<file path="src/rtl/core/sst_pkg.sv">
// Shared types and constants for the sorted set table.
package sst_pkg;

    localparam int DATA_W  = 32;
    localparam int COUNT_W = 5;

    typedef enum logic [1:0] {
        FUNC_ADD    = 2'd0,
        FUNC_REMOVE = 2'd1,
        FUNC_QUERY  = 2'd2
    } t_func;

    typedef enum logic [1:0] {
        ST_IDLE,
        ST_CMP,
        ST_UPD
    } t_state;

    // Broadcast to every cell of the row.
    typedef struct packed {
        logic                     cmp;
        logic                     shift_up;
        logic                     shift_down;
        logic signed [DATA_W-1:0] value;
    } t_cell_ctl;

endpackage

</file>
<file path="src/rtl/core/sorted_set_table.sv">
// Sorted set of distinct signed 32-bit values held in a row of compare-and-shift cells.
// Each request (add, remove or contains, chosen by s_axis_tuser) is registered when taken,
// compared against all cells in the compare state, and in the update state the row shifts
// up or down by one slot while the result is loaded into the output register. The update
// state waits while a result that is not taken holds the output register, and a new request
// is taken only in idle, once the compare phase and the shift phase of the previous one end.
// A request may be accepted while the previous result still waits downstream. An add of
// a new value into a full set is dropped and flagged; count is the low 5 bits of the size.
module sorted_set_table
    import sst_pkg::*;
#(
    parameter int CAPACITY = 16
) (
    input  logic        i_clk,
    input  logic        i_rst_n,
    input  logic        s_axis_tvalid,
    output logic        s_axis_tready,
    input  logic [31:0] s_axis_tdata,   // [31:0] value (signed)
    input  logic [1:0]  s_axis_tuser,   // [1:0] func
    output logic        m_axis_tvalid,
    input  logic        m_axis_tready,
    output logic [7:0]  m_axis_tdata    // [0] was_present, [1] changed, [2] full_drop,
                                        // [7:3] count
);

    localparam int CNT_W = $clog2(CAPACITY + 1);

    t_state                   r_state;
    t_state                   n_state;
    t_func                    r_func;
    logic signed [DATA_W-1:0] r_value;
    logic [CNT_W-1:0]         r_held;
    logic [CNT_W-1:0]         n_held;
    logic                     r_out_valid;
    logic [7:0]               r_out_data;

    t_cell_ctl                w_ctl;
    logic signed [DATA_W-1:0] w_entry [CAPACITY];
    logic [CAPACITY-1:0]      w_lt;
    logic [CAPACITY-1:0]      w_eq;
    logic                     w_present;
    logic                     w_full;
    logic                     w_out_free;
    logic                     w_upd_go;
    logic                     w_in_acc;
    logic [CNT_W+COUNT_W-1:0] w_count_ext;

    assign w_in_acc   = s_axis_tvalid && s_axis_tready;
    assign w_out_free = !r_out_valid || m_axis_tready;
    assign w_present  = |w_eq;
    assign w_full     = (r_held == CNT_W'(CAPACITY));

    always_comb begin
        n_state = r_state;
        unique case (r_state)
            ST_IDLE: if (w_in_acc) n_state = ST_CMP;
            ST_CMP:  n_state = ST_UPD;
            ST_UPD:  if (w_out_free) n_state = ST_IDLE;
            default: n_state = ST_IDLE;
        endcase
    end

    always_comb begin
        s_axis_tready    = (r_state == ST_IDLE);
        w_upd_go         = (r_state == ST_UPD) && w_out_free;
        w_ctl.cmp        = (r_state == ST_CMP);
        w_ctl.value      = r_value;
        w_ctl.shift_up   = w_upd_go && (r_func == FUNC_ADD) && !w_present && !w_full;
        w_ctl.shift_down = w_upd_go && (r_func == FUNC_REMOVE) && w_present;
    end

    always_comb begin
        n_held = r_held;
        if (w_ctl.shift_up) begin
            n_held = r_held + 1'b1;
        end else if (w_ctl.shift_down) begin
            n_held = r_held - 1'b1;
        end
    end

    assign w_count_ext = {{COUNT_W{1'b0}}, n_held};

    always_ff @(posedge i_clk) begin
        if (!i_rst_n) begin
            r_state     <= ST_IDLE;
            r_held      <= '0;
            r_out_valid <= 1'b0;
        end else begin
            r_state <= n_state;
            r_held  <= n_held;
            if (w_upd_go) begin
                r_out_valid <= 1'b1;
            end else if (m_axis_tready) begin
                r_out_valid <= 1'b0;
            end
        end
    end

    always_ff @(posedge i_clk) begin
        if (w_in_acc) begin
            r_value <= s_axis_tdata;
            unique case (s_axis_tuser)
                FUNC_ADD:    r_func <= FUNC_ADD;
                FUNC_REMOVE: r_func <= FUNC_REMOVE;
                default:     r_func <= FUNC_QUERY;
            endcase
        end
        if (w_upd_go) begin
            r_out_data <= {w_count_ext[COUNT_W-1:0],
                           (r_func == FUNC_ADD) && !w_present && w_full,
                           w_ctl.shift_up || w_ctl.shift_down,
                           w_present};
        end
    end

    genvar gi;
    generate
        for (gi = 0; gi < CAPACITY; gi++) begin : g_cell
            logic signed [DATA_W-1:0] w_prev_entry;
            logic                     w_prev_lt;
            logic signed [DATA_W-1:0] w_next_entry;

            if (gi == 0) begin : g_first
                assign w_prev_entry = '0;
                assign w_prev_lt    = 1'b1;
            end else begin : g_mid
                assign w_prev_entry = w_entry[gi-1];
                assign w_prev_lt    = w_lt[gi-1];
            end

            if (gi == CAPACITY - 1) begin : g_last
                assign w_next_entry = w_entry[gi];
            end else begin : g_inner
                assign w_next_entry = w_entry[gi+1];
            end

            sst_cell #(
                .IDX   (gi),
                .CNT_W (CNT_W)
            ) u_cell (
                .i_clk        (i_clk),
                .i_ctl        (w_ctl),
                .i_held       (r_held),
                .i_prev_entry (w_prev_entry),
                .i_prev_lt    (w_prev_lt),
                .i_next_entry (w_next_entry),
                .o_entry      (w_entry[gi]),
                .o_lt         (w_lt[gi]),
                .o_eq         (w_eq[gi])
            );
        end
    endgenerate

    assign m_axis_tvalid = r_out_valid;
    assign m_axis_tdata  = r_out_data;

endmodule

</file>
<file path="src/rtl/core/sst_cell.sv">
// One slot of the sorted row: holds an entry, compares it and shifts with its neighbors.
module sst_cell
    import sst_pkg::*;
#(
    parameter int IDX   = 0,
    parameter int CNT_W = 5
) (
    input  logic                     i_clk,
    input  t_cell_ctl                i_ctl,
    input  logic [CNT_W-1:0]         i_held,
    input  logic signed [DATA_W-1:0] i_prev_entry,
    input  logic                     i_prev_lt,
    input  logic signed [DATA_W-1:0] i_next_entry,
    output logic signed [DATA_W-1:0] o_entry,
    output logic                     o_lt,
    output logic                     o_eq
);

    logic signed [DATA_W-1:0] r_entry;
    logic signed [DATA_W-1:0] n_entry;
    logic                     r_lt;
    logic                     r_eq;
    logic                     w_occ;

    assign w_occ = (i_held > CNT_W'(IDX));

    // Flags form a thermometer: cells below the insert point stay put.
    always_comb begin
        n_entry = r_entry;
        if (i_ctl.shift_up && !r_lt) begin
            n_entry = i_prev_lt ? i_ctl.value : i_prev_entry;
        end else if (i_ctl.shift_down && !r_lt) begin
            n_entry = i_next_entry;
        end
    end

    always_ff @(posedge i_clk) begin
        r_entry <= n_entry;
        if (i_ctl.cmp) begin
            r_lt <= w_occ && (r_entry < i_ctl.value);
            r_eq <= w_occ && (r_entry == i_ctl.value);
        end
    end

    assign o_entry = r_entry;
    assign o_lt    = r_lt;
    assign o_eq    = r_eq;

endmodule

</file>
<file path="config.mk">
export PLATFORM = sky130hd
export DESIGN_NAME = sorted_set_table
export DESIGN_NICKNAME = d
export VERILOG_FILES = /design/src/rtl/core/sst_pkg.sv /design/src/rtl/core/sorted_set_table.sv /design/src/rtl/core/sst_cell.sv
export SDC_FILE = /design/constraint.sdc
export NUM_CORES = 2
export LEC_CHECK = 0
export CAP_MARGIN = 20
export CELL_PAD_IN_SITES_DETAIL_PLACEMENT = 2
export CELL_PAD_IN_SITES_GLOBAL_PLACEMENT = 2
export CORE_MARGIN = 4
export CORE_UTILIZATION = 43
export DETAILED_ROUTE_END_ITERATION = 7
export DONT_BUFFER_PORTS = 1
export PLACE_DENSITY_LB_ADDON = 0.3
export REMOVE_ABC_BUFFERS = 1
export SYNTH_ARGS = -nofsm -noshare
export SYNTH_HDL_FRONTEND = slang
export SYNTH_HIERARCHICAL = 1
export SYNTH_SLANG_ARGS = --single-unit
</file>
<file path="constraint.sdc">
create_clock -name i_clk -period 5.25 [get_ports i_clk]
set_clock_uncertainty 0.2 [all_clocks]
set_input_delay 0.525 -clock i_clk [delete_from_list [all_inputs] [get_ports i_clk]]
set_output_delay 0.525 -clock i_clk [all_outputs]
set_load 0.005 [all_outputs]
</file>
==> run_results.csv <==
group,metric,value,unit
outcome,status,"completed",
sta,slew_headroom,22.0,%
global_route,antenna_found_initial,0,
clocking,clockBufferDepth,3,
cells_and_area,fillCellCount,10200,
detailed_routing,routed_wl,142000,µm
cells_and_area,nets,4936,
sta,final-hold-violation-count,0,
synthesis,ys_seq_area_share,41.8,%
die,initial_core_util,43.6,%
pwr,powerDensity,246,nW/µm²
setup_path,crit_required,5.31,ns
sta,fin_tns_setup,0,ns
clocking,htreeDepth,3,
placed_design,gp_congestion,0.819,
detailed_routing,drt_iter0_drc,1603,
detailed_routing,postRouteAntennaNets,0,
placed_design,dp_hpwl,105000,µm
placed_design,placed_cell_area,44500,µm²
detailed_routing,drtPass1Iterations,5,
worst_hold_path,hold_class,"input port to register",
synthesis,yosys_warnings,6,
synthesis,ys_types,76,
global_route,overflow,0,
setup_path,worstPathMaxFanout,32,
cells_and_area,drive_gt1_share,8.00,%
synthesis,synth_area_leader_cell,"edfxtp_1",
cells_and_area,final_cell_mix,"nand2_1, edfxtp_1, o21ai_0, inv_1, mux2i_1",
pwr,power_frac_clock,43.5,%
detailed_routing,route.detailed.drc,0,
clocking,cts_resized,0,
clocking,clk_pin_slew,0.06,ns
synthesis,synth_top_area_share,41.5,%
sta,fmax,264,MHz
sta,worstMarginPinSlew,1.17,ns
die,io_pins,48,
cells_and_area,final_common_cell,"nand2_1",
global_route,grt_max_degree,65,
cells_and_area,n_antenna_cell,0,
clocking,cts_setup_buffers,0,
synthesis,syn_area_per_cell,9.90,µm²
setup_path,critPathLaunch,"r_held[0]$_SDFF_PN0_",
die,dieArea,104000,µm²
sta,drv_slew,0,
sta,setup_viol,0,
clocking,clock-root-buffer,"clkbuf_16",
placed_design,io_buffers,0,
die,fp.dieH,322,µm
synthesis,synth_edf_count,586,
detailed_routing,wl_per_cell,24.8,µm
pwr,leakage,21.9,nW
clocking,clock_latency,0.65,ns
sta,timing.final.crit_period,3.79,ns
setup_path,cp-start-kind,"register",
synthesis,netlist_area,42400,µm²
die,die_w,322,µm
cells_and_area,stdcell_area,47200,µm²
synthesis,yosys-top-cells-area,"edfxtp_1, ha_1, mux2i_1, o21ai_0, nand2_1",
detailed_routing,via_per_inst,5.84,
clocking,numClockSinks,594,
pwr,swShare,26.0,%
synthesis,syn_inst,4286,
cells_and_area,synthToLayoutAreaGrowth,11.3,%
setup_path,reg2reg_from,"r_held[0]$_SDFF_PN0_",
flow_run,drv_cap,0,
pwr,pwr-share-comb,10.7,%
pwr,power.switching,3.02,mW
sta,rsz0062_at_grt,"false",
global_route,grt_pass1_wl,220000,µm
worst_hold_path,hold_path.startpoint,"m_axis_tready",
pwr,power_frac_seq,45.8,%
synthesis,ys.flop_type,"edfxtp_1",
global_route,track_usage,26.9,%
setup_path,crit_arrival,3.85,ns
sta,layout_setup_ws,1.46,ns
pwr,vdd_drop_max,0.245,mV
sta,post-route-period-util,72.2,%
detailed_routing,vias,33400,
setup_path,endpoint_kind,"register",
die,num_rows,114,
clocking,cts_made_buffers,76,
cells_and_area,postLayoutCoreUtil,48.6,%
pwr,p_int,8.61,mW
clocking,cts_tree,"yes",
setup_path,crit_type,"register to register",
placed_design,pre_cts_slack,1.62,ns
die,core_area,97300,µm²
global_route,grt_pass1_vias,37500,
synthesis,async_reset_ff_share,0,%
synthesis,yosys_register_bits,594,
[final cells by class]
cell class	count	area, µm²	area share (%)
Sequential cell	594	17800	37.6
Inverter	527	1980	4.19
Tap cell	1276	1600	3.38
Timing Repair Buffer	168	1400	2.96
Clock buffer	101	2160	4.58
Multi-Input combinational cell	3017	22200	47.0
Clock inverter	29	153	0.323
[final timing paths]
check,to,slack (ns),cells past startpoint
worst max-delay path,g_cell[1].u_cell/o_entry[18]$_DFFE_PP_,1.46,6
worst min-delay path,m_axis_tdata[2]$_DFFE_PP_,0.30,2
worst max register to register,g_cell[1].u_cell/o_entry[18]$_DFFE_PP_,1.46,6
worst min register to register,g_cell[5].u_cell/o_entry[19]$_DFFE_PP_,0.40,2
[logic make-up after synthesis]
kind of cell               synth area share [%]
and+or+nand+nor                            11.2
DFF                                        41.8
muxes                                      12.6
adders and majority gates                  15.2
other                                    0.0177
xor gates and xnor gates                 0.0825
AOI/OAI and AO/OA                          12.7
buffers and inverters                      6.42
[routing by layer]
metal / GRT usage, % / part of all wire [%] / vias up
li1: - / - / 15600
met1: 31.9 / 42 / 17000
met2: 50.3 / 52 / 536
met3: 2.96 / 2.6 / 276
met4: 9.83 / 3.8 / 0
met5: 0 / 0 / -
[stage by stage]
stage	total power, mW	instances	hold WS (ns)
after floorplan	6.16	4138	0.308
after global placement	6.50	5544	0.347
after detailed placement	6.60	5544	0.399
after CTS	11.7	5711	0.258
after global routing	12.1	5712	0.281
final	11.6	5712	0.304
[power by group through the flow]
stage / Clock (mW) / Combinational (mW) / Sequential (mW)
final: 5.06 / 1.24 / 5.33
after detailed placement: 0 / 1.17 / 5.43
after global routing: 5.37 / 1.37 / 5.34
after floorplan: 0 / 0.699 / 5.46
after CTS: 5.16 / 1.22 / 5.33
after global placement: 0 / 1.08 / 5.42
[registers in the layout, summed over array words and instances, names as in the netlist]
register and flops:
m_axis_tvalid 1, r_state 2, r_value 32, g_cell.u_cell/o_lt 16
r_held 5, m_axis_tdata 8, r_func 2, g_cell.u_cell/o_eq 16
g_cell.u_cell/o_entry 512
[Yosys cell counts (40+ instances only)]
master	count
nand2_1	641
edfxtp_1	586
o21ai_0	532
inv_1	526
mux2i_1	520
ha_1	514
a21oi_1	174
clkbuf_1	123
nor2_1	77
nand4_1	57
buf_2	55
o21ai_1	53
and4_1	40
[worst max-delay path, cell delays in order (launching register included)]
cell	delay, ns
dfxtp_1	0.72
inv_1	0.18
ha_1	0.30
nand3_1	0.19
and4bb_2	0.72
nor2_1	0.20
nor2_4	0.84
[what timing repair did]
item | 4_1_cts | 5_1_grt
endpoints found under the hold margin | 42 | 0
setup endpoints to repair | 0 | 0
hold buffers | 37 | 0
No activity file was read; power rests on OpenSTA's default activity.
